--- config.mk ---
export PLATFORM = sky130hd
export DESIGN_NAME = fisr_fmul
export DESIGN_NICKNAME = d
export VERILOG_FILES = /design/src/hdl/fisr_pkg.sv /design/src/hdl/fisr_fmul.sv
export SDC_FILE = /design/constraint.sdc
export NUM_CORES = 2
export LEC_CHECK = 0
export BUFFER_PORTS_ARGS = -buffer_cell sky130_fd_sc_hd__buf_2
export CAP_MARGIN = 20
export CORE_MARGIN = 2
export CORE_UTILIZATION = 50
export CTS_BUF_LIST = sky130_fd_sc_hd__clkbuf_16
export CTS_CLUSTER_DIAMETER = 120
export DETAILED_ROUTE_END_ITERATION = 8
export PLACE_DENSITY = 0.67
export SKIP_CTS_REPAIR_TIMING = 1
export SYNTH_ARGS = -nofsm -noshare
export SYNTH_HDL_FRONTEND = slang
export SYNTH_SLANG_ARGS = --single-unit
--- constraint.sdc ---
create_clock -name clk -period 10.1 [get_ports clk]
set_clock_uncertainty 0.15 [all_clocks]
set_input_delay 1.515 -clock clk [delete_from_list [all_inputs] [get_ports clk]]
set_output_delay 1.515 -clock clk [all_outputs]
set_load 0.02 [all_outputs]
--- src/hdl/fisr_pkg.sv ---
// ----------------------------------------------------------------------------
// fisr_pkg
// Shared constants, operand classes and helpers for the inverse square root
// pipeline.
// ----------------------------------------------------------------------------
package fisr_pkg;

  localparam logic [31:0] MAGIC         = 32'h5f3759df;
  localparam logic [31:0] ONE_HALF      = 32'h3f000000;
  localparam logic [31:0] THREE_HALVES  = 32'h3fc00000;
  localparam logic [31:0] CANON_NAN     = 32'h7fc00000;
  localparam logic [7:0]  EXP_MAX       = 8'hff;

  // class of an operation result before packing
  typedef enum logic [1:0] {
    KIND_NUM,
    KIND_ZERO,
    KIND_INF,
    KIND_NAN
  } fisr_kind_t;

  // leading zero count, 48 when the word is all zeros
  function automatic logic [5:0] lzc48(input logic [47:0] v);
    logic [5:0] n;
    n = 6'd48;
    for (int i = 0; i < 48; i++) begin
      if (v[i]) n = 6'(47 - i);
    end
    return n;
  endfunction

endpackage

--- src/hdl/fisr_fmul.sv ---
// ----------------------------------------------------------------------------
// fisr_fmul
// Three stage binary32 multiplier, round to nearest even, full subnormal
// support, with a side word carried alongside.
// ----------------------------------------------------------------------------
module fisr_fmul (
  input  logic        clk,
  input  logic        rst,
  input  logic        en,
  input  logic        vin,
  input  logic [31:0] a,
  input  logic [31:0] b,
  input  logic [31:0] aux_in,
  output logic        vout,
  output logic [31:0] z,
  output logic [31:0] aux_out
);
  import fisr_pkg::*;

  // stage 1: unpack and multiply
  logic        a_nan, a_inf, a_zero, b_nan, b_inf, b_zero;
  logic [7:0]  ea, eb;
  logic [23:0] ma, mb;
  fisr_kind_t  kind_next;

  logic        v1, sign1;
  fisr_kind_t  kind1;
  logic [47:0] prod1;
  logic [8:0]  esum1;
  logic [31:0] aux1;

  always_comb begin
    a_nan  = (a[30:23] == EXP_MAX) && (a[22:0] != 23'd0);
    a_inf  = (a[30:23] == EXP_MAX) && (a[22:0] == 23'd0);
    a_zero = (a[30:0] == 31'd0);
    b_nan  = (b[30:23] == EXP_MAX) && (b[22:0] != 23'd0);
    b_inf  = (b[30:23] == EXP_MAX) && (b[22:0] == 23'd0);
    b_zero = (b[30:0] == 31'd0);
    ea = (a[30:23] == 8'd0) ? 8'd1 : a[30:23];
    eb = (b[30:23] == 8'd0) ? 8'd1 : b[30:23];
    ma = {a[30:23] != 8'd0, a[22:0]};
    mb = {b[30:23] != 8'd0, b[22:0]};
    priority if (a_nan || b_nan || (a_inf && b_zero) || (a_zero && b_inf)) begin
      kind_next = KIND_NAN;
    end else if (a_inf || b_inf) begin
      kind_next = KIND_INF;
    end else if (a_zero || b_zero) begin
      kind_next = KIND_ZERO;
    end else begin
      kind_next = KIND_NUM;
    end
  end

  always_ff @(posedge clk) begin
    if (rst) begin
      v1 <= 1'b0;
    end else if (en) begin
      v1 <= vin;
    end
  end

  always_ff @(posedge clk) begin
    if (en) begin
      sign1 <= a[31] ^ b[31];
      kind1 <= kind_next;
      prod1 <= ma * mb;
      esum1 <= {1'b0, ea} + {1'b0, eb};
      aux1  <= aux_in;
    end
  end

  // stage 2: normalize left
  logic [5:0]         lz;
  logic               v2, sign2;
  fisr_kind_t         kind2;
  logic [47:0]        pn2;
  logic signed [10:0] be2;
  logic [31:0]        aux2;

  assign lz = lzc48(prod1);

  always_ff @(posedge clk) begin
    if (rst) begin
      v2 <= 1'b0;
    end else if (en) begin
      v2 <= v1;
    end
  end

  always_ff @(posedge clk) begin
    if (en) begin
      sign2 <= sign1;
      kind2 <= kind1;
      pn2   <= prod1 << lz;
      be2   <= $signed({2'b00, esum1}) - 11'sd126 - $signed({5'b00000, lz});
      aux2  <= aux1;
    end
  end

  // stage 3: denormalize, round and pack
  logic [7:0]  sh, expf;
  logic [47:0] shifted;
  logic        lost, guard, sticky, inc;
  logic [30:0] packed_mag;
  logic [31:0] z_next;
  logic        ovf;
  logic signed [10:0] sh_wide;

  always_comb begin
    ovf     = (be2 >= 11'sd255);
    sh_wide = 11'sd1 - be2;
    if (be2 > 11'sd0) begin
      sh   = 8'd0;
      expf = be2[7:0];
    end else begin
      sh   = sh_wide[7:0];
      expf = 8'd0;
    end
    shifted    = pn2 >> sh;
    lost       = |(pn2 & ~({48{1'b1}} << sh));
    guard      = shifted[23];
    sticky     = (|shifted[22:0]) | lost;
    inc        = guard & (sticky | shifted[24]);
    packed_mag = {expf, shifted[46:24]} + {30'd0, inc};
    unique case (kind2)
      KIND_NAN:  z_next = CANON_NAN;
      KIND_INF:  z_next = {sign2, EXP_MAX, 23'd0};
      KIND_ZERO: z_next = {sign2, 31'd0};
      default:   z_next = ovf ? {sign2, EXP_MAX, 23'd0} : {sign2, packed_mag};
    endcase
  end

  always_ff @(posedge clk) begin
    if (rst) begin
      vout <= 1'b0;
    end else if (en) begin
      vout <= v2;
    end
  end

  always_ff @(posedge clk) begin
    if (en) begin
      z       <= z_next;
      aux_out <= aux2;
    end
  end

endmodule

== Word level (Yosys, flattened, before mapping) ==
Cells that the tools add are included.
Storage, ports and cells
  register bits: 253
  output and inout bits: 65
  word-level logic and storage cells: 118
Operators by class
  $add $sub $neg: 5
  $mul: 1
  $lt $le $gt $ge: 2
  equality and inequality tests: 5
  shift-type cells: 3
  mux-type cells: 56
  bitwise gates (word level): 6
  reductions and logical operators: 24
Operators by type and width (count)
  2-to-1 mux 6 bit: 47
  case mux 32 bit (3 select lines): 1
  zero test 31 bit: 2
  bitwise AND 48 bit: 1
  multiplier 24 x 24 -> 48 bit: 1
  inverter 48 bit: 1
  OR reduction 48 bit: 1
  left shift 48 x 6 -> 48 bit: 1
  left shift 48 x 8 -> 48 bit (first input constant): 1
  >> shifter 48 x 8 -> 47 bit: 1
  zero test 23 bit: 2
  nonzero test 23 bit: 2
  2-to-1 mux 8 bit: 4
  adder 31 x 1 -> 31 bit: 1
  2-to-1 mux 31 bit: 1
  OR reduction 23 bit: 1
  equality test 8 bit (second input constant): 2
  zero test 8 bit: 2
  nonzero test 8 bit: 2
  greater-or-equal comparator 11 x 9 -> 1 bit (second input constant): 1
  > comparator 11 x 1 -> 1 bit (second input constant): 1
  subtractor 10 x 7 -> 11 bit: 1
  subtractor 9 x 7 -> 10 bit (second input constant): 1
  adder 8 x 8 -> 9 bit: 1
  other kinds (11): 23

== Longest topological paths before layout ==
  word-level depth: 49
  mapped depth: 28

== Least setup slack after synthesis ==
OpenSTA, ideal clock, no wires.
  path type: input -> register
  from: in b[3]
  to: reg prod1[43], data pin
  setup time: 0.264 ns
  arrival: 8.762 ns
  path slack: 0.925 ns
  stages: 25
  cells stage by stage: clkbuf_1 -> clkbuf_1 -> nand2_1 -> fa_1 -> inv_1 -> fa_1 -> fa_1 -> inv_1 -> fa_1 -> fa_1 -> inv_1 -> fa_1 -> fa_1 -> ha_1 -> a21o_1 -> a2111oi_0 -> a2111oi_0 -> a31oi_1 -> nand2_1 -> or4_1 -> a22o_1 -> o41ai_1 -> o21ai_1 -> a221oi_1 -> xnor2_1
On the way
  word-level cells in the longest chain between the ends: 1
Ends and longest elaborated chain
  start, declared: RTL line fisr_fmul.sv:12  | input logic [31:0] b,
  multiplier 24 x 24 -> 48 bit: RTL line fisr_fmul.sv:66  | prod1 <= ma * mb;
  end signal, assigned: RTL line fisr_fmul.sv:66
  end, declared: RTL line fisr_fmul.sv:28  | logic [47:0] prod1;
No other way between the ends.
A chain may end at the register's enable or synchronous reset.

== Worst setup path after layout ==
  from: in a[26]
  to: reg prod1[47], data pin
On the way
  word-level cells in the longest chain between the ends: 2
Ends and longest elaborated chain
  start, declared: RTL line fisr_fmul.sv:11  | input logic [31:0] a,
  nonzero test 8 bit: RTL line fisr_fmul.sv:41  | ma = {a[30:23] != 8'd0, a[22:0]};
  multiplier 24 x 24 -> 48 bit: RTL line fisr_fmul.sv:66
No other way between the ends.

==> metrics.txt <==
status=complete, no violations; Mapped Cells=3726; core area=0.0686 mm²; hpwl dp=77.9 mm; commonest non-fill, non-tap cells in the layout=nand2_1, inv_1, fa_1, edfxtp_1, and2_1; Tcrit/Tclk final=90.5%; Syn Area/Cell=approximately 9.3 µm²; EDFF count, synth=250; RSZ-0062 raised after global routing=no; crit end category=register; boundary pin count=165; net count of the finished layout=4538; slew margin rel.=around 28%; CP startpoint kind=primary input; Worst-Margin Slew=1.07 ns; final instance area=about 0.037 mm²; Seq. cell area=0.00757 mm²; multi-input logic area=0.0243 mm²; vias in the first global route=27610; synthesized area=approximately 0.035 mm²; worst-path cell with the longest stage delay=fa_1; worst hold path type=register to register; clk buf depth=3; post-DR vias/cell=5.89; die height=~270 µm; area share of fa/ha/maj cells after synthesis=34.9%; worst skew pair latency=between 0.5 and 0.6 ns; Layout Cells excl Fill=4717; global-route wire length before repair=approximately 160 mm; CP required=10.26 ns; Crit path max-delay family=adder cells; crit-path max cell delay=0.55 ns; Synth Register Bits=253; share of flip-flops with an asynchronous set or reset=0%; Synth Area in Compound Gates=between 10% and 20%; sequential share of the synthesized area=between 20% and 30%; Buffers on Ports=164; main combinational cell family by area after synthesis=adder cells; XOR/XNOR Fraction of Synth Area=between 2 and 2.5%; Worst Path Class, Setup=primary input to register; gr ovfl total=0; Min Clock Period, post-route=9.14 ns; share of cells above drive strength 1=8.72%; DP Cell Count=4664; # fillers=6248; DRC Markers=0; DRT iter0 DRCs=3050; Data arrival, critical path=about 9.3 ns; CTS H-tree depth=1; Synth Area in Simple Gates=17.4%; die width=about 270 µm; hold violation count in the final report=0; CTS tree=yes; Starting Density=approximately half; Via Count=27770; Synthesized Nets=4502; routability cong.=0.980; first-pass iteration count of the detailed router=6; CTS root buffer=clkbuf_16; antenna violations before repair=5; post-synthesis mux area share=5.21%; Main synth FF type=edfxtp_1; Final ANT Viol Nets=0; die footprint=0.0715 mm²; peak fanout along the critical path=6; cell row count=96; Clk pin slew, worst setup/hold paths=0.06 ns; Routed WL=101 mm; Slew Viols, Final=0; DP Area=0.0363 mm²; count of maximum capacitance violations=0; Ys Warns=0; setup TNS=0 ns; largest net degree at the start of global routing=163; cell mode on critical path=fa_1; Max Fclk=about 110 MHz; GRT Util Overall=roughly 28%; clk sinks=253; commonest non-fill, non-tap cell in the layout=nand2_1; Synth cell types=92; Area Growth Syn to Fin=7.41%; WL/cell=about 21 µm; CTS buffer count=27; Buf+Inv Stages, Crit Path=4; Finish-stage setup viols=0
## kinds of logic after synthesis
logic type	after synthesis
AO/OA/AOI/OAI	522
XOR/XNOR	89
adder cells (fa/ha/maj)	676
buffers and inverters	752
flip-flops	253
multiplexers	176
AND/OR/NAND/NOR	1258
## flip-flops by register name, summed over array words and instances (netlist names), 9 cells and up
name,cells
aux1,32
prod1,48
be2,11
aux2,32
aux_out,32
esum1,9
pn2,48
z,32
## final cells by class
| type | instances | area share, % |
|---|---|---|
| sequential | 253 | 20.3 |
| timing repair buffer | 232 | 3.67 |
| clock inverter | 23 | 0.548 |
| multi-input combinational | 2721 | 65.2 |
| inverter | 527 | 5.31 |
| clock buffer | 27 | 1.81 |
| tap | 931 | 3.13 |
| antenna | 3 | 0.0202 |
## through the flow
stage	util (%)	hold slack [ns]	worst slack, ns
5_1_grt	54.3	0.271	0.511
6_report	54.3	0.265	0.961
3_5_place_dp	53.0	0.255	0.410
3_3_place_gp	53.0	0.250	0.534
2_1_floorplan	-	0.250	0.925
4_1_cts	54.3	0.269	1.00
## cell usage after synthesis, types with 23 or more instances
master    number  share of area [%]
edfxtp_1     250                 22
mux2i_1      168                4.9
a21o_1        31               0.67
a21oi_1      117                1.7
nor3_1        59               0.85
and3_1        23               0.42
ha_1         192                6.9
nand4_1       25               0.45
o21a_1        23               0.50
clkbuf_1     182                2.0
xor2_1        23               0.58
a211oi_1      28               0.61
o21ai_0      101                1.5
nand2_1      560                6.1
nand3_1       52               0.75
inv_1        523                5.7
o22ai_1       26               0.47
xnor2_1       66                1.7
fa_1         484                 28
nor2_1       181                2.0
and2_1       212                3.8
nor4_1        45               0.81
## per-layer routing
| metal | track usage, % | part of all wire, % | vias to the layer above |
|---|---|---|---|
| met1 | 38.3 | 40 | 13682 |
| met5 | 0 | 0.022 | - |
| li1 | - | - | 12430 |
| met2 | 45.6 | 46 | 1358 |
| met3 | 4.19 | 8.8 | 296 |
| met4 | 12.7 | 5.1 | 4 |
## worst register-to-register path, delay by kind of cell (launching register included)
family / cells / cell delay, ns
muxes: 1 / 0.14
and+or+nand+nor: 11 / 3.47
buffers and inverters: 3 / 0.65
xor gates and xnor gates: 1 / 0.18
AOI/OAI and AO/OA: 3 / 0.71
DFF: 1 / 0.36
adders and majority gates: 2 / 0.58
## final timing paths
check	slack, ns	start	depth (start not counted)	to
worst max register to register	3.60	be2[1]	21	z[24]
worst min-delay path	0.27	aux2[28]	0	aux_out[28]
worst max-delay path	0.96	a[26]	26	prod1[47]
worst min register to register	0.27	aux2[28]	0	aux_out[28]
Power is left out: the tool's default activity adds up to more than one toggle a clock period on the data nets, which glitch-free logic cannot reach.
